<file path="config.mk">
export PLATFORM = sky130hd
export DESIGN_NAME = diameter_avp_deframer_core
export DESIGN_NICKNAME = d
export VERILOG_FILES = /design/src/sv/dad_pkg.sv /design/src/sv/dad_step.sv /design/src/sv/diameter_avp_deframer_core.sv
export SDC_FILE = /design/constraint.sdc
export NUM_CORES = 1
export LEC_CHECK = 0
export BUFFER_PORTS_ARGS = -buffer_cell sky130_fd_sc_hd__buf_2
export CAP_MARGIN = 20
export CORE_ASPECT_RATIO = 1.1
export CORE_MARGIN = 2
export CORE_UTILIZATION = 50
export CTS_BUF_LIST = sky130_fd_sc_hd__clkbuf_8
export CTS_CLUSTER_SIZE = 40
export DETAILED_ROUTE_END_ITERATION = 8
export GPL_ROUTABILITY_DRIVEN = 0
export PLACE_DENSITY = 0.66
export SYNTH_ARGS = -nofsm -noshare
export SYNTH_HDL_FRONTEND = slang
export SYNTH_SLANG_ARGS = --single-unit
</file>
<file path="constraint.sdc">
create_clock -name clk -period 8 [get_ports clk]
set_input_delay 0.8 -clock clk [delete_from_list [all_inputs] [get_ports clk]]
set_output_delay 0.8 -clock clk [all_outputs]
set_load 0.01 [all_outputs]
</file>
<file path="src/sv/dad_pkg.sv">
// Shared types, constants and the flag normalization table for the AVP deframer.
// Used by dad_step and diameter_avp_deframer_core; depends on nothing else.
`timescale 1ns / 1ps

package dad_pkg;

  // Largest buffer handled; bytes beyond it are dropped until the final byte.
  localparam int MAX_BUFFER_BYTES = 65536;
  // Wide enough to hold MAX_BUFFER_BYTES itself.
  localparam int OFS_W = $clog2(MAX_BUFFER_BYTES + 1);
  // Compare width for lengths: a 24-bit length plus padding and header.
  localparam int CMP_W = 25;

  localparam logic [7:0] VENDOR_BIT = 8'h80;
  localparam int HDR_STD = 8;
  localparam int HDR_VND = 12;
  // Length checks run once this many bytes of an AVP are in.
  localparam int CHECK_AT = 12;

  typedef enum logic [2:0] {
    ST_OK         = 3'd0,
    ST_SHORT_HDR  = 3'd1,
    ST_ZERO_LEN   = 3'd2,
    ST_OVERRUN    = 3'd3,
    ST_EMPTY_DATA = 3'd4
  } status_t;

  typedef struct packed {
    logic [7:0] data_byte;
    logic       last_byte;
  } dad_in_t;

  typedef struct packed {
    logic        has_avp;
    logic [31:0] attr_code;
    logic [7:0]  attr_flags;
    logic [31:0] vendor_id;
    logic [15:0] data_offset;
    logic [23:0] data_len;
    logic [2:0]  status;
    logic        buffer_end;
  } dad_out_t;

  // Parser state carried from byte to byte.
  typedef struct packed {
    logic [OFS_W-1:0] boff;     // bytes of the buffer consumed
    logic [15:0]      start;    // offset of the current AVP, low bits
    logic [OFS_W-1:0] nbytes;   // bytes of the current AVP seen
    logic [31:0]      code;
    logic [7:0]       flags;
    logic [23:0]      len;
    logic [31:0]      vendor;
    status_t          err;
  } dad_state_t;

  // Per-code flag normalization for well-known base protocol AVPs.
  function automatic logic [7:0] norm_flags(input logic [31:0] code, input logic [7:0] f);
    logic [7:0] r;
    case (code)
      32'd1, 32'd25, 32'd27, 32'd257, 32'd258, 32'd262, 32'd263, 32'd264, 32'd265,
      32'd266, 32'd268, 32'd270, 32'd276, 32'd278, 32'd283, 32'd291, 32'd293,
      32'd296: begin
        r = 8'h40 | (f & 8'h20);
      end
      32'd33: begin
        r = 8'h40;
      end
      32'd269: begin
        r = 8'h00;
      end
      32'd281: begin
        r = f & 8'h20;
      end
      default: begin
        r = f;
      end
    endcase
    return r;
  endfunction

endpackage

</file>
<file path="src/sv/dad_step.sv">
// Next-state and result logic for one buffer byte of the AVP deframer.
// Purely combinational; uses dad_pkg types, constants and norm_flags.
`timescale 1ns / 1ps

module dad_step (
  input  dad_pkg::dad_state_t cur,
  input  dad_pkg::dad_in_t    item,
  output dad_pkg::dad_state_t nxt,
  output dad_pkg::dad_out_t   res,
  output logic                res_valid
);

  logic [dad_pkg::OFS_W-1:0] n1;
  logic [dad_pkg::CMP_W-1:0] n1c;
  logic [dad_pkg::CMP_W-1:0] lenc;
  logic [dad_pkg::CMP_W-1:0] hdr;
  logic [dad_pkg::CMP_W-1:0] done_at;
  logic [dad_pkg::CMP_W-1:0] pend;
  logic [dad_pkg::CMP_W-1:0] nbc;
  logic [dad_pkg::CMP_W-1:0] nlenc;
  logic [23:0]               dlen;
  logic                      emit;
  logic                      active;

  always_comb begin
    nxt     = cur;
    res     = '0;
    emit    = 1'b0;
    n1      = cur.nbytes + 1'b1;
    n1c     = dad_pkg::CMP_W'(n1);
    lenc    = dad_pkg::CMP_W'(cur.len);
    hdr     = ((cur.flags & dad_pkg::VENDOR_BIT) != 8'h00) ?
              dad_pkg::CMP_W'(dad_pkg::HDR_VND) : dad_pkg::CMP_W'(dad_pkg::HDR_STD);
    dlen    = cur.len - hdr[23:0];
    done_at = (lenc > dad_pkg::CMP_W'(dad_pkg::CHECK_AT)) ?
              lenc : dad_pkg::CMP_W'(dad_pkg::CHECK_AT);
    pend    = hdr + ((dad_pkg::CMP_W'(dlen) + dad_pkg::CMP_W'(3)) & ~dad_pkg::CMP_W'(3));
    active  = (cur.err == dad_pkg::ST_OK) &&
              (cur.boff < dad_pkg::OFS_W'(dad_pkg::MAX_BUFFER_BYTES));

    if (active) begin
      // header field capture by byte position
      if (cur.nbytes == '0) begin
        nxt.vendor = '0;
      end
      if (cur.nbytes < dad_pkg::OFS_W'(4)) begin
        nxt.code = {cur.code[23:0], item.data_byte};
      end else if (cur.nbytes == dad_pkg::OFS_W'(4)) begin
        nxt.flags = item.data_byte;
      end else if (cur.nbytes < dad_pkg::OFS_W'(8)) begin
        nxt.len = {cur.len[15:0], item.data_byte};
      end else if (cur.nbytes < dad_pkg::OFS_W'(12) &&
                   (cur.flags & dad_pkg::VENDOR_BIT) != 8'h00) begin
        nxt.vendor = {cur.vendor[23:0], item.data_byte};
      end
      nxt.nbytes = n1;

      if (n1c >= dad_pkg::CMP_W'(dad_pkg::CHECK_AT)) begin
        // length checks, once per AVP
        if (n1c == dad_pkg::CMP_W'(dad_pkg::CHECK_AT)) begin
          if (cur.len == '0) begin
            nxt.err = dad_pkg::ST_ZERO_LEN;
          end else if (lenc < hdr) begin
            nxt.err = dad_pkg::ST_OVERRUN;
          end else if (lenc == hdr) begin
            nxt.err = dad_pkg::ST_EMPTY_DATA;
          end
        end
        if (nxt.err == dad_pkg::ST_OK) begin
          // report once the unpadded data is in
          if (n1c == done_at) begin
            emit            = 1'b1;
            res.has_avp     = 1'b1;
            res.attr_code   = cur.code;
            res.attr_flags  = dad_pkg::norm_flags(cur.code, cur.flags);
            res.vendor_id   = ((cur.flags & dad_pkg::VENDOR_BIT) != 8'h00) ?
                              nxt.vendor : 32'h0;
            res.data_offset = cur.start + hdr[15:0];
            res.data_len    = dlen;
          end
          // padding done: next byte opens a new AVP
          if (n1c >= pend) begin
            nxt.nbytes = '0;
            nxt.start  = 16'(cur.boff + 1'b1);
          end
        end
      end
      nxt.boff = cur.boff + 1'b1;
    end

    // final byte: status from what the buffer left behind, then clear
    nbc   = dad_pkg::CMP_W'(nxt.nbytes);
    nlenc = dad_pkg::CMP_W'(nxt.len);
    if (item.last_byte) begin
      res.buffer_end = 1'b1;
      if (nxt.err != dad_pkg::ST_OK) begin
        res.status = nxt.err;
      end else if (nbc >= dad_pkg::CMP_W'(1) && nbc < dad_pkg::CMP_W'(dad_pkg::CHECK_AT)) begin
        res.status = dad_pkg::ST_SHORT_HDR;
      end else if (nbc >= dad_pkg::CMP_W'(dad_pkg::CHECK_AT) && nbc < nlenc) begin
        res.status = dad_pkg::ST_OVERRUN;
      end
      nxt = '0;
    end

    res_valid = emit || item.last_byte;
  end

endmodule

</file>
<file path="src/sv/diameter_avp_deframer_core.sv">
// Grouped Diameter AVP deframer, top level: input register, parser state, result register.
// Depends on dad_pkg and dad_step.
`timescale 1ns / 1ps

// One buffer byte enters per item: the item sits in an
// input register, dad_step updates the parser state from it, and any result lands in an
// output register, so a new byte is taken each cycle unless a held result is stalled.
// A result passes through the input register and then the output register. A result comes out when an AVP's data
// is complete (code, normalized flags, vendor id, data offset and length) and on the
// final byte of the buffer, where status carries any error; both may share one result.
// The first error stops parsing until the final byte. After the final byte the parser
// is back at its reset state, ready for the next buffer.

module diameter_avp_deframer_core (
  input  logic              clk,
  input  logic              rst_n,
  input  logic              in_valid,
  output logic              in_stall,
  input  dad_pkg::dad_in_t  in_data,
  output logic              out_valid,
  input  logic              out_stall,
  output dad_pkg::dad_out_t out_data
);

  dad_pkg::dad_in_t    in_r;
  logic                in_valid_r;
  logic                in_valid_nxt;
  dad_pkg::dad_state_t st_r;
  dad_pkg::dad_state_t st_nxt;
  dad_pkg::dad_out_t   out_r;
  logic                out_valid_r;
  logic                out_valid_nxt;

  dad_pkg::dad_state_t step_state;
  dad_pkg::dad_out_t   step_res;
  logic                step_valid;
  logic                out_free;
  logic                proc;
  logic                in_take;

  dad_step u_step (
    .cur       (st_r),
    .item      (in_r),
    .nxt       (step_state),
    .res       (step_res),
    .res_valid (step_valid)
  );

  // handshake: the held item moves on whenever the result register can take it
  assign out_free = !out_valid_r || !out_stall;
  assign proc     = in_valid_r && out_free;
  assign in_stall = in_valid_r && !out_free;
  assign in_take  = in_valid && !in_stall;

  always_comb begin
    in_valid_nxt  = in_valid_r;
    st_nxt        = st_r;
    out_valid_nxt = out_valid_r;
    if (out_valid_r && !out_stall) begin
      out_valid_nxt = 1'b0;
    end
    if (proc) begin
      st_nxt        = step_state;
      out_valid_nxt = step_valid;
      in_valid_nxt  = 1'b0;
    end
    if (in_take) begin
      in_valid_nxt = 1'b1;
    end
  end

  // control state
  always_ff @(posedge clk) begin
    if (!rst_n) begin
      in_valid_r  <= 1'b0;
      out_valid_r <= 1'b0;
      st_r        <= '0;
    end else begin
      in_valid_r  <= in_valid_nxt;
      out_valid_r <= out_valid_nxt;
      st_r        <= st_nxt;
    end
  end

  // payload registers
  always_ff @(posedge clk) begin
    if (in_take) begin
      in_r <= in_data;
    end
    if (proc && step_valid) begin
      out_r <= step_res;
    end
  end

  assign out_valid = out_valid_r;
  assign out_data  = out_r;

  // an error status only ever rides on the end-of-buffer result
  a_status_at_end: assert property (@(posedge clk) disable iff (!rst_n)
    out_valid_r && out_r.status != dad_pkg::ST_OK |-> out_r.buffer_end)
    else $error("error status without buffer_end");

  // the final byte returns the parser to its reset state
  a_clear_after_last: assert property (@(posedge clk) disable iff (!rst_n)
    proc && in_r.last_byte |=> st_r.boff == '0 && st_r.nbytes == '0 &&
                               st_r.err == dad_pkg::ST_OK)
    else $error("parser state not cleared after final byte");

  // an AVP never holds more bytes than the buffer has delivered
  a_nbytes_bound: assert property (@(posedge clk) disable iff (!rst_n)
    st_r.nbytes <= st_r.boff)
    else $error("AVP byte count exceeds buffer offset");

  // errors are raised only at the length check and freeze the counters there
  a_err_frozen: assert property (@(posedge clk) disable iff (!rst_n)
    st_r.err != dad_pkg::ST_OK |-> st_r.nbytes == dad_pkg::OFS_W'(dad_pkg::CHECK_AT))
    else $error("error latched away from the length check");

  // state moves only when an item is processed
  a_state_hold: assert property (@(posedge clk) disable iff (!rst_n)
    !proc |=> $stable(st_r))
    else $error("parser state changed without an item");

endmodule
</file>
==> qor.yml <==
status: "finished clean"
drc_errors: 0
cap_violations: 0
synth_nets: 1668
nFillCells: 2594
drive_above_1_share_pct: 14.8
post_cts.repair.setup_buffers: 0
cts_resized: 0
powerDensity_nw_per_um2: 171
synth-main-ff-cell: "dfxtp_1"
initial_core_util_pct: 50.8
cts_sinks: 277
power_mw: 2.80
period_minus_slack_ns: 7.33
worst_hold_path.endpoint: "in_r[1]"
leakagePower_nw: 6.79
nets: 1749
clkTransAtPathRegs_ns: 0.06
antenna_found_initial: 0
clock_skew_ns: 0.0218
synth_edf_count: 126
worstPathRequired_ns: 8.40
syn-cell-area_sq_um: 14600
synth_area_leader_cell: "edfxtp_1"
rrSetupSlack_ns: 0.67
slew_viol_final: 0
drtIter0Drc: 1357
dp_hpwl_microns: 26900
finalSetupViolCount: 0
finalHoldViolations: 0
async_flop_share_pct: 0
min-delay-start: "in_data[1]"
synth_cell_types: 77
vias: 12200
grt_use_total_pct: 25.0
dp.cells: 2012
syn_to_final_growth_pct: 12.3
synth_common_cells: "nor2_1, nand2_1, dfxtp_1"
postRouteAntennaNets: 0
ir_worst_vdd_mv: 0.113
avgSynthCellArea_sq_um: 9.04
core-area_sq_um: 28700
wirelength_microns: 39100
finalCritPeriodShare_pct: 91.7
r2r-start: "st_r[37]"
die_w_microns: 167
cp_max_fo: 18
ys_top_cells_by_area: "edfxtp_1, dfxtp_1, nor2_1"
tns_ns: 0
hp-class: "in -> reg"
io_pins: 132
placementRows: 65
worstMarginPinSlew_ns: 1.01
cts_tree: "done"
ys_ff_latch: 277
cpPeakStageDelay_ns: 0.50
dr.pass1.iters: 6
die_area_sq_um: 30600
yosysMostFrequentCell: "nor2_1"
port_buffers: 131
final_core_util_pct: 57.1
root_buffer: "clkbuf_8"
fin_cells: 2101
yosysWarnings: 0
rr_endpoint: "out_data[1]"
slew_headroom_pct: 32.9
hold_path_depth: 1
r2r_cells: 32
diodes: 0
htree_levels: 2
rsz0062_at_grt: "no"
yosysSeqAreaShare_pct: 46.7
slowest_stage: "or4_4"
arrival_ns: 7.74
viasPerCell: 5.81
fp.dieH_microns: 183
critPathKind: "reg -> reg"
timing.fmax_ghz: 0.136
grt_pass1_wl_microns: 62000
critical_path.startpoint_type: "register"
grt_overflow: 0
netlist_instances: 1614
grt_max_degree: 92
cts_hold_buf: 0
wl_per_cell_microns: 18.6
grt_pass1_vias: 11300
insertion_delay_ns: 0.60
critPathCaptureType: "register"
fin_hold_ws_ns: 0.387
synth_top_area_share_pct: 25.9
cts_buffers: 46
cts_buffer_depth: 3
-- worst max path at each step --
stage | startpoint | endpoint | cells after the start
2_1_floorplan | st_r[37] | out_data[2] | 34
3_5_place_dp | st_r[37] | out_data[1] | 32
4_1_cts | st_r[37] | out_data[1] | 32
5_1_grt | st_r[37] | out_data[1] | 32
6_report | st_r[37] | out_data[1] | 32
3_3_place_gp | st_r[37] | out_data[1] | 32
-- cells in the final DEF, fill, tap and decap left out, drive strengths merged, types with 6 or more instances in the layout --
cell	n
nor2	223
nand2	157
buf	155
dfxtp	151
edfxtp	126
a21oi	107
nand3	79
a22oi	73
o21ai	64
clkbuf	55
and2	53
xnor2	52
ha	41
xor2	38
mux2i	38
inv	35
and3	29
nand4	26
nor3	22
nor4	21
clkinv	20
or3	16
a21o	14
nand2b	13
or4	12
o31ai	11
a31oi	10
nand4b	9
or2	8
a32oi	7
nor2b	7
nor3b	7
and4	6
-- registers in the layout, indices dropped and copies added (netlist names) --
name and count:
in_r 9, out_data 117, st_r 149, in_valid_r 1
out_valid 1
-- layout make-up --
type                            instances  area, sq um  area share, %
Timing Repair Buffer                  155          908           5.54
Sequential cell                       277         6810           41.5
Tap cell                              368          460           2.81
Clock inverter                         31          143          0.871
Clock buffer                           55          757           4.62
Multi-Input combinational cell       1190         7210           44.0
Inverter                               25         97.6          0.596
-- power breakdown --
group / switching (mW) / leakage [nW] / internal [mW]
combinational: 0.0705 / 3.67 / 0.0211
sequential: 0.0121 / 2.61 / 1.48
clock: 0.588 / 0.506 / 0.629
-- per-layer routing --
layer,GRT usage [%],part of all wire (%),vias up
li1,-,-,5955
met1,33.2,43,5779
met4,8.38,3.0,0
met5,0,0,-
met2,41.8,48,390
met3,3.99,5.9,83
-- worst max-delay path, delay by kind of cell (launching register included) --
| family | cells | cell delay [ns] |
|---|---|---|
| buffers and inverters | 2 | 0.22 |
| DFF | 1 | 0.36 |
| xor gates and xnor gates | 1 | 0.13 |
| adders and majority gates | 4 | 1.09 |
| and+or+nand+nor | 12 | 2.80 |
| AOI/OAI and AO/OA | 13 | 2.52 |
-- cells by family (layout without fill, tap and decap cells) --
group                    Yosys count  count (layout)  synth area share (%)
AND/OR/NAND/NOR                  698             698                  23.5
AO/OA/AOI/OAI                    322             322                  14.2
flip-flops                       277             277                  46.7
buffers and inverters            147             266                  4.07
XOR/XNOR                          90              90                  5.40
adder cells (fa/ha/maj)           41              41                  3.52
multiplexers                      39              39                  2.71
-- per-stage QoR --
step	instance area, sq um	setup slack, ns
4_1_cts	16300	0.714
3_5_place_dp	15400	0.751
2_1_floorplan	14600	1.33
3_3_place_gp	15400	1.03
6_report	16400	0.665
5_1_grt	16400	0.0577
Note: power is estimated with default switching activity, not from simulation.
